===== src/hdl/rsas_pkg.sv =====
// ----------------------------------------------------------------------------
// rsas_pkg
// shared types and constants of the rotated sorted array search unit
// ----------------------------------------------------------------------------
package rsas_pkg;

    localparam int MAX_ENTRIES = 1024;
    localparam int DATA_WIDTH  = 32;
    localparam int ADDR_W      = $clog2(MAX_ENTRIES);
    localparam int CNT_W       = $clog2(MAX_ENTRIES + 1);
    localparam int IDX_W       = CNT_W + 1;
    localparam int POS_W       = 10;

    localparam logic OP_LOAD   = 1'b0;
    localparam logic OP_SEARCH = 1'b1;

    typedef logic signed [DATA_WIDTH-1:0] data_t;
    typedef logic signed [IDX_W-1:0]      idx_t;
    typedef logic [ADDR_W-1:0]            addr_t;
    typedef logic [CNT_W-1:0]             cnt_t;

    typedef struct packed {
        logic  op;
        data_t value;
        logic  last;
    } in_t;

    typedef struct packed {
        logic             found;
        logic [POS_W-1:0] position;
    } out_t;

    // load request into the element store
    typedef struct packed {
        logic  en;
        data_t value;
        logic  last;
    } ld_req_t;

    // read request into the element store
    typedef struct packed {
        logic  en;
        addr_t addr;
    } rd_req_t;

    // shared comparator result
    typedef struct packed {
        logic lt;
        logic eq;
        logic gt;
    } cmp_t;

endpackage


===== src/hdl/rsas_cmp.sv =====
// ----------------------------------------------------------------------------
// rsas_cmp
// shared signed magnitude comparator used by every search step
// ----------------------------------------------------------------------------
module rsas_cmp
    import rsas_pkg::*;
(
    input  data_t a,
    input  data_t b,
    output cmp_t  res
);

    always_comb begin
        res.lt = (a < b);
        res.eq = (a == b);
        res.gt = (a > b);
    end

endmodule


===== config.mk =====
export PLATFORM = sky130hd
export DESIGN_NAME = rsas_cmp
export DESIGN_NICKNAME = d
export VERILOG_FILES = /design/src/hdl/rsas_pkg.sv /design/src/hdl/rsas_cmp.sv
export SDC_FILE = /design/constraint.sdc
export NUM_CORES = 1
export LEC_CHECK = 0
export BUFFER_PORTS_ARGS = -buffer_cell sky130_fd_sc_hd__buf_4
export CORE_MARGIN = 5
export CORE_UTILIZATION = 30
export DETAILED_ROUTE_END_ITERATION = 8
export SETUP_SLACK_MARGIN = 0.3
export SLEW_MARGIN = 5
export SYNTH_ARGS = -nofsm -noshare
export SYNTH_HDL_FRONTEND = slang
export SYNTH_SLANG_ARGS = --single-unit

===== constraint.sdc =====
create_clock -name vclk -period 5.3
set_input_delay 0.53 -clock vclk [all_inputs]
set_output_delay 0.53 -clock vclk [all_outputs]
set_load 0.005 [all_outputs]

==> results of run 1 <==
-- cell usage in the layout, fill, tap and decap left out, drive strengths merged --
| cell type | synthesis | final |
|---|---|---|
| a2111oi | 1 | 1 |
| nand4 | 6 | 6 |
| nor4 | 3 | 3 |
| mux2i | 2 | 2 |
| a211o | 1 | 1 |
| a21o | 2 | 2 |
| ha | 32 | 32 |
| nand3 | 3 | 3 |
| o31ai | 1 | 1 |
| nand2b | 1 | 1 |
| a21oi | 12 | 12 |
| o21ai | 5 | 5 |
| a31oi | 1 | 1 |
| a221o | 1 | 1 |
| nor2b | 1 | 1 |
| nor2 | 2 | 2 |
| a211oi | 1 | 1 |
| and3 | 1 | 1 |
| and4 | 1 | 1 |
| buf | 0 | 67 |
| inv | 34 | 34 |
| nand2 | 8 | 8 |
-- logic make-up after synthesis --
family / Yosys count
fa+ha+maj: 32
simple gates: 26
mux: 2
compound gates: 25
buf+inv: 34
-- routing by layer --
layer | global-route usage (%) | vias up
met5 | 0 | -
met4 | 0 | 0
met3 | 1.24 | 0
met2 | 21.3 | 30
met1 | 14.5 | 411
li1 | - | 550
-- cell type report --
| type | instances | area share [%] |
|---|---|---|
| tap | 31 | 2.80 |
| timing repair buffer | 67 | 36.3 |
| multi-input combinational | 85 | 51.7 |
| inverter | 34 | 9.21 |
-- path summary, 6_finish.rpt --
kind              startpoint     end  slack, ns  cells past startpoint
setup / recovery       a[27]  res[0]       2.42                      9
hold / removal         a[31]  res[2]       1.56                      4
-- where the power goes --
| group | total, mW | internal (mW) | switching [mW] |
|---|---|---|---|
| registers | 0 | 0 | 0 |
| clock network | 0 | 0 | 0 |
| logic | 0.0970 | 0.0585 | 0.0385 |
| total | 0.0970 | 0.0585 | 0.0385 |
==> reports/results.env, run 1 <==
AREA_USED_BY_MULTI_INPUT_COMBINATIONAL_LOGIC_UM2=717
CRITICAL_PATH.TOP_DELAY_FAMILY='compound AO/OA/AOI/OAI gates'
NUMPORTBUFFERS=67
ROUTE.FINAL.WIRE_LENGTH_UM=2250
ANTENNA-DIODE-COUNT=0
YOSYS.AREA_SHARE.XOR_XNOR_PCT=0
PRE_CTS_WS_NS=2.43
ANT_NETS=0
TIMING.CRITICAL_PATH.SLOWEST_CELL_DELAY_NS=0.45
REPORT.POWER.TOTAL_mW=0.0970
DESIGN.SEQ.COUNT=0
SYNTHESIS.NETS=215
MAX_CAP_VIOLATIONS=0
SYNTHTOPCELLSBYCOUNT='inv_1 (34), ha_1 (32), a21oi_1 (9), nand2_1 (8), nand4_1 (6)'
NCLKBUFFERS=0
SYNTH_MUX_AREA_SHARE_PCT=2.37
STARTPOINT_TYPE='input pin'
PATH_CLASS='input pin to output pin'
WL_MET2_UM=1110
MET3ROUTEDLENGTH_UM=160
WIRELENGTH_MET1_UM=981
AREA_DELTA_SYNTH_FINAL_PCT=64.1
DOMINANT_CELL_BY_COUNT_IN_THE_SYNTHESIZED_NETLIST='inv_1'
POST_SYNTHESIS_SHARE_OF_CELL_AREA_SPENT_ON_AND_OR_NAND_AND_NOR_GATES_PCT=16.1
FINALHOLDVIOLCOUNT=0
FIRST_ITER_VIOLATIONS=22
CP_DATA_ARRIVAL_TIME_NS=2.35
STDCELL_COUNT=217
CHIP_HEIGHT_UM=63.1
DIE_W_UM=63.1
ADDER_AND_MAJORITY_GATE_PORTION_OF_THE_SYNTHESIZED_AREA_PCT=47.4
SLEW-LIMIT-HEADROOM_PCT=69.8
SETUP.WORST_PATH.END_CLASS='output pin'
AVG_WL_PER_CELL_UM=10.4
FILLCELLCOUNT=282
SYNTH_AREA_LEADERS='ha_1 (47%), inv_1 (15%), a21oi_1 (5.3%), nand4_1 (4.4%), nand2_1 (3.6%)'
SYNTH_CELLS=119
DIE_OUTLINE_AREA_UM2=3980
UTILIZATION_PCT=50.7
CRITICAL_PATH.MAX_FANOUT=3
DRC_VIOLATION_COUNT_AFTER_ROUTING=0
REGISTER_AREA_UM2=0
TIMING.FINAL.CRIT_SHARE_PCT=54.4
FINALCRITICALPERIOD_NS=2.88
POSTSYNTHAREAPERCELL_UM2=7.10
PLACED_AREA_UM2=1390
NETLIST.AREA_LEADER.SHARE_PCT=47.4
GR-USAGE-ALL-LAYERS_PCT=11.3
NUMBER_OF_ANTENNA_VIOLATIONS_AT_THE_FIRST_CHECK_IN_GLOBAL_ROUTING=0
GLOBAL_ROUTE_WIRE_LENGTH_BEFORE_REPAIR_UM=4040
CTS_RESIZED=0
MAXIMUM_NUMBER_OF_PINS_ON_ONE_NET_BEFORE_GLOBAL_ROUTE_REPAIR=6
PLACE_INST=217
TOPROUTINGLAYERUSED='met3'
PIN_COUNT=67
DETAILED_PLACE_HPWL_UM=2210
NUM-NETS-FINAL=284
YOSYSSEQAREASHARE_PCT=0
TNS_NS=0
WORSTPATHCELLLIST='buf_4, ha_1, a21oi_1, o21ai_0, a2111oi_0, o31ai_1, a21oi_2, mux2i_1, buf_4'
REQUIRED_TIME_REPORTED_FOR_THE_CRITICAL_PATH_ENDPOINT_NS=4.77
MAXCLOCKFREQUENCY_MHz=347
SUM_OF_BUFFERS_AND_INVERTERS_ON_THE_CRITICAL_PATH=2
ROW_COUNT=19
YOSYS.CELL_TYPES.COUNT=23
GLOBALPLACE.CONGESTION=0.741
SYNTH_COMPOUND_AREA_SHARE_PCT=19.0
HP-CLASS='input pin to output pin'
SYNTH_WARNINGS=0
VIAS_PER_CELL=4.57
UNREPAIRED_SETUP_ENDPOINTS_AFTER_GLOBAL_ROUTING='no'
POST-ROUTE-CELL-AREA_UM2=1390
FIRST_PASS_ITERS=2
SYN_AREA_UM2=845
INITIAL_CORE_UTIL_PCT=30.9
SYNTHDOMINANTAREACELLTYPE='ha_1'
GRT.OVERFLOW.TOTAL=0
ROUTED-VIA-COUNT=991
STATIC-LEAKAGE-POWER_nW=0.872
CPMOSTUSEDCELL='buf_4'
PLACEABLECOREAREA_UM2=2730
FIRST_GLOBAL_VIAS=1072
CRITICAL-PATH-SLOWEST-CELL='a2111oi_0'
PINS_OVER_SLEW_LIMIT=0
LAYOUT-DRIVE-GT1-SHARE_PCT=37.6
WORSTMARGINPINSLEW_NS=0.441
STATUS='complete, no violations'
HOLD_BUFFERS=0
HOLDWS_NS=1.56
POWER.IR.VDD_WORST_mV=0.0360
SYNTH_TOP_FAMILY_BY_AREA='adder cells'
CTS.REPAIR_TIMING.SETUP_BUFFER_COUNT=0
LAYOUT_SETUP_WS_NS=2.42
FINAL_SETUP_FAILS=0
POWER_PER_CELL_AREA_nW_PER_UM2=70.0
(Power assumes the default switching activity.)
==> run 2: changes to the inputs <==
--- a/config.mk
+++ b/config.mk
@@ -5,6 +5,7 @@
 export SDC_FILE = /design/constraint.sdc
 export NUM_CORES = 1
 export LEC_CHECK = 0
+export ABC_AREA = 1
 export BUFFER_PORTS_ARGS = -buffer_cell sky130_fd_sc_hd__buf_4
 export CORE_MARGIN = 5
 export CORE_UTILIZATION = 30
==> constraint.sdc (replaced) <==
create_clock -name vclk -period 2.86
set_input_delay 0.286 -clock vclk [all_inputs]
set_output_delay 0.286 -clock vclk [all_outputs]
set_load 0.005 [all_outputs]
==> reports/results.env, run 2 <==
HOLD_BUFFERS=0
NUMPORTBUFFERS=67
REQUIRED_TIME_REPORTED_FOR_THE_CRITICAL_PATH_ENDPOINT_NS=2.57
POWER_SWITCHING_SHARE_PCT=42.8
NUMBER_OF_ANTENNA_VIOLATIONS_AT_THE_FIRST_CHECK_IN_GLOBAL_ROUTING=0
PIN_COUNT=67
NUM-NETS-FINAL=314
SLEW-LIMIT-HEADROOM_PCT=76.0
MOST-COMMON-LAYOUT-CELLS='buf_4 (67), inv_1 (40), ha_1 (32)'
SYNTHDOMINANTAREACELLTYPE='ha_1'
NETLIST.AREA_LEADER.SHARE_PCT=41.7
VIAS_PER_CELL=4.05
YOSYSSEQAREASHARE_PCT=0
GLOBALPLACE.CONGESTION=0.717
ROW_COUNT=20
FIRST_GLOBAL_VIAS=957
FILLCELLCOUNT=344
PWR-SHARE-SEQ_PCT=0
PLACED_AREA_UM2=1520
STATUS='complete, no violations'
UTILIZATION_PCT=49.7
ANTENNA-DIODE-COUNT=0
ANT_NETS=0
CHIP_HEIGHT_UM=66.6
POWER.IR.VDD_WORST_mV=0.0545
TNS_NS=0
AVG_WL_PER_CELL_UM=8.19
PINS_OVER_SLEW_LIMIT=0
MAXIMUM_NUMBER_OF_PINS_ON_ONE_NET_BEFORE_GLOBAL_ROUTE_REPAIR=4
WORSTMARGINPINSLEW_NS=0.357
GRT.OVERFLOW.TOTAL=0
POSTSYNTHAREAPERCELL_UM2=6.44
FIRST_ITER_VIOLATIONS=13
SYN_AREA_UM2=960
HP-CLASS='input pin to output pin'
LAYOUT-DRIVE-GT1-SHARE_PCT=40.3
STATIC-LEAKAGE-POWER_nW=0.949
NCLKBUFFERS=0
INITIAL_CORE_UTIL_PCT=31.4
SYNTH_CELLS=149
GR-USAGE-ALL-LAYERS_PCT=9.28
P_INT_mW=0.113
DETAILED_PLACE_HPWL_UM=2080
SYNTHESIS.NETS=245
LAYOUT.CELLS.MOST_COMMON='buf_4'
SYNTHTOPCELLSBYCOUNT='inv_1 (40), ha_1 (32), nand2_1 (30), a21oi_1 (10), nor2_1 (9)'
POWER_PER_CELL_AREA_nW_PER_UM2=130
P_SWITCHING_mW=0.0847
CP_DATA_ARRIVAL_TIME_NS=1.60
DRC_VIOLATION_COUNT_AFTER_ROUTING=0
YOSYS.CELL_TYPES.COUNT=19
GLOBAL_ROUTE_WIRE_LENGTH_BEFORE_REPAIR_UM=3530
STARTPOINT_TYPE='input pin'
AREA_DELTA_SYNTH_FINAL_PCT=58.1
DIE_OUTLINE_AREA_UM2=4430
REGISTER_AREA_UM2=0
FINALHOLDVIOLCOUNT=0
FIRST_PASS_ITERS=3
FINAL_SETUP_FAILS=0
SETUP.WORST_PATH.END_CLASS='output pin'
PLACEABLECOREAREA_UM2=3050
CRITICAL_PATH.MAX_FANOUT=3
MAX_CAP_VIOLATIONS=0
POST-ROUTE-CELL-AREA_UM2=1520
CTS_RESIZED=0
UNREPAIRED_SETUP_ENDPOINTS_AFTER_GLOBAL_ROUTING='no'
COMB_POWER_SHARE_PCT=100.0
DIE_W_UM=66.6
ROUTED-VIA-COUNT=1052
FINALCRITICALPERIOD_NS=1.88
CTS.REPAIR_TIMING.SETUP_BUFFER_COUNT=0
DOMINANT_CELL_BY_COUNT_IN_THE_SYNTHESIZED_NETLIST='inv_1'
MAXCLOCKFREQUENCY_MHz=532
SYNTH_WARNINGS=0
SYNTH_AREA_LEADERS='ha_1 (42%), inv_1 (16%), nand2_1 (12%), a21oi_1 (5.2%), nand2_2 (4.6%)'
DESIGN.SEQ.COUNT=0
ROUTE.FINAL.WIRE_LENGTH_UM=2130
PATH_CLASS='input pin to output pin'
POWER.CLOCK.FRACTION_PCT=0
TIMING.FINAL.CRIT_SHARE_PCT=65.8
## run 2: cell count changes in the layout (fill, tap and decap cells not counted), sizes merged, moves of 2 or more
cell / previous run / this run
mux2i: 2 / 0
nand3: 3 / 6
nand4: 6 / 1
nand2: 8 / 37
inv: 34 / 41
nor2: 2 / 14
nor4: 3 / 1
o21ai: 5 / 2
## run 2: cells by family after synthesis
family	count (synthesis)	share of synthesized area (%)
AND/OR/NAND/NOR	61	32.6
buffers and inverters	41	16.0
adder cells (fa/ha/maj)	32	41.7
AO/OA/AOI/OAI	15	9.65
## run 2: worst paths after layout
| path | end | start | depth (start not counted) | slack [ns] |
|---|---|---|---|---|
| min | res[2] | a[30] | 6 | 1.08 |
| max | res[0] | a[31] | 12 | 0.98 |
## run 2: power by group through the flow
stage	registers, mW	logic (mW)	clock network [mW]
after global placement	0	0.202	0
after detailed placement	0	0.202	0
after CTS	0	0.203	0
after global routing	0	0.229	0
final	0	0.198	0
after floorplan	0	0.109	0
## run 2: layout make-up
class	instances	area, um2	share of cell area, %
inverters	41	154	10.1
multi-input cells	108	806	53.1
well taps	44	55.1	3.63
repair buffers	67	503	33.1
## run 2: through the flow
step	worst slack, ns	hold slack [ns]	cells	total power [mW]
6_report	0.979	1.08	260	0.198
5_1_grt	0.845	1.15	260	0.229
4_1_cts	0.955	1.09	260	0.203
3_5_place_dp	0.968	1.09	260	0.202
3_3_place_gp	0.958	1.10	260	0.202
2_1_floorplan	1.23	0.856	149	0.109
## run 2: per-layer routing
layer  vias to the layer above  track usage (%)  share of wire, %
li1                        600                -                 -
met1                       411             12.4                45
met2                        41             15.7                41
met3                         0             2.53                14
met4                         0                0                 0
met5                         -                0                 0
## run 2: worst max-delay path, cell delays in order
cell	delay (ns)
buf_4	0.11
ha_1	0.30
nand2_2	0.08
nor2_4	0.11
nand2_2	0.08
nor3b_2	0.17
nand2_1	0.10
nand2_1	0.06
nand2_1	0.05
nand2_2	0.07
nor2_2	0.03
buf_4	0.14
==> run 3: changes to the inputs <==
==> constraint.sdc (replaced) <==
create_clock -name vclk -period 1.6
set_input_delay 0.16 -clock vclk [all_inputs]
set_output_delay 0.16 -clock vclk [all_outputs]
set_load 0.005 [all_outputs]
==> reports/results.env, run 3 (synthesized netlist as in run 2, its figures left out) <==
STATUS='finished with violations'
VIOLATIONS='negative setup slack'
CHIP_HEIGHT_UM=66.6
SETUP.WORST_PATH.END_CLASS='output pin'
GLOBALPLACE.CONGESTION=0.702
PIN_COUNT=67
PLACE_INST=261
INITIAL_CORE_UTIL_PCT=31.4
DIE_OUTLINE_AREA_UM2=4430
POWER.IR.VDD_WORST_mV=0.121
TIMING.CRITICAL_PATH.SLOWEST_CELL_DELAY_NS=0.27
FINALCRITICALPERIOD_NS=1.66
CP_DATA_ARRIVAL_TIME_NS=1.50
SLEW-LIMIT-HEADROOM_PCT=79.7
CRITICAL_PATH.TOP_DELAY_FAMILY='simple AND/OR/NAND/NOR gates'
FIRST_ITER_VIOLATIONS=18
NUMBER_OF_ANTENNA_VIOLATIONS_AT_THE_FIRST_CHECK_IN_GLOBAL_ROUTING=0
FIRST_PASS_ITERS=4
WORSTPATHCELLLIST='buf_4, ha_4, nand2_4, nor2_4, nand2_4, nor3b_4, nand2_2, nand2_1, nand2_1, nand2_2, nor2_2, buf_4'
PINS_OVER_SLEW_LIMIT=0
REGISTER_AREA_UM2=0
PATH_CLASS='input pin to output pin'
CRITICAL_PATH.STARTPOINT='a[31]'
NCLKBUFFERS=0
LAYOUT.CELLS.MOST_COMMON='buf_4'
ROUTE.FINAL.WIRE_LENGTH_UM=2850
GRT.OVERFLOW.TOTAL=0
SETUP.WORST_PATH.END='res[0]'
AVG_WL_PER_CELL_UM=10.9
STDCELL_COUNT=261
DETAILED_PLACE_HPWL_UM=2300
ANTENNA-DIODE-COUNT=0
REQUIRED_TIME_REPORTED_FOR_THE_CRITICAL_PATH_ENDPOINT_NS=1.44
UNREPAIRED_SETUP_ENDPOINTS_AFTER_GLOBAL_ROUTING='yes'
MOST-COMMON-LAYOUT-CELLS='buf_4 (61), nand2_1 (28), inv_1 (25)'
LAYOUT-DRIVE-GT1-SHARE_PCT=60.8
HOLDWS_NS=0.829
HP-CLASS='input pin to output pin'
CRITICAL-PATH-SLOWEST-CELL='ha_4'
ROUTED-VIA-COUNT=1155
MAXCLOCKFREQUENCY_MHz=603
ROW_COUNT=20
FINALHOLDVIOLCOUNT=0
MAXIMUM_NUMBER_OF_PINS_ON_ONE_NET_BEFORE_GLOBAL_ROUTE_REPAIR=4
LAYOUT_SETUP_WS_NS=-0.0573
AREA_DELTA_SYNTH_FINAL_PCT=97.5
FINAL_SETUP_FAILS=1
DRC_VIOLATION_COUNT_AFTER_ROUTING=0
MAX_CAP_VIOLATIONS=0
ANT_NETS=0
CP.DEPTH=12
NUM-NETS-FINAL=315
DIE_W_UM=66.6
TIMING.FINAL.CRIT_SHARE_PCT=104
GLOBAL_ROUTE_WIRE_LENGTH_BEFORE_REPAIR_UM=4260
CTS.REPAIR_TIMING.SETUP_BUFFER_COUNT=0
GR-USAGE-ALL-LAYERS_PCT=11.5
DESIGN.SEQ.COUNT=0
POWER_PER_CELL_AREA_nW_PER_UM2=256
TNS_NS=-0.0573
FIRST_GLOBAL_VIAS=1136
WORSTMARGINPINSLEW_NS=0.302
PLACEABLECOREAREA_UM2=3050
VIAS_PER_CELL=4.43
STARTPOINT_TYPE='input pin'
CRITICAL_PATH.MAX_FANOUT=3
SUM_OF_BUFFERS_AND_INVERTERS_ON_THE_CRITICAL_PATH=2
STATIC-LEAKAGE-POWER_nW=0.986
NUMPORTBUFFERS=67
run 3: cell count changes in the layout (fill, tap and decap cells not counted), sizes merged:
cell | previous run | this run
buf | 67 | 68
run 3: metal layers:
layer  vias to the layer above  share of wire, %  GRT usage (%)  routed length [um]
met1                       499                37           14.3                1060
li1                        604                 -              -                   -
met2                        46                50           20.5                1430
met4                         0               2.0           1.78                  58
met3                         6                10           2.19                 288
met5                         -                 0              0                   0
run 3: layout make-up:
type               count  area [um2]
fillers              279        1160
repair buffers        68         537
multi-input cells    108        1140
well taps             44        55.1
inverters             41         159
run 3: through the flow:
step | area (um2) | utilization (%) | setup WS, ns | total power, mW
after detailed placement | 1540 | 50.4 | -0.103 | 0.371
after global placement | 1540 | 50.4 | -0.0447 | 0.361
final | 1900 | 62.1 | -0.0573 | 0.484
after global routing | 1900 | 62.1 | -0.147 | 0.545
after CTS | 1750 | 57.2 | -0.0552 | 0.436
after floorplan | 972 | - | 0.237 | 0.198
run 3: worst min path at each step:
stage | from | to | slack, ns | cells past startpoint
2_1_floorplan | a[30] | res[2] | 0.60 | 4
3_3_place_gp | a[30] | res[2] | 0.84 | 6
3_5_place_dp | a[30] | res[2] | 0.85 | 6
4_1_cts | a[30] | res[2] | 0.84 | 6
5_1_grt | a[30] | res[2] | 0.86 | 6
6_report | a[30] | res[2] | 0.83 | 6
run 3: repair_timing:
action	in CTS	in global routing
resized for setup	31	28
pin swaps	24	24
endpoints found under the setup margin	3	3
gates cloned	0	0
hold buffers	0	0
run 3: where the power goes:
group,internal (mW),switching [mW]
Clock,0,0
Sequential,0,0
Combinational,0.273,0.212
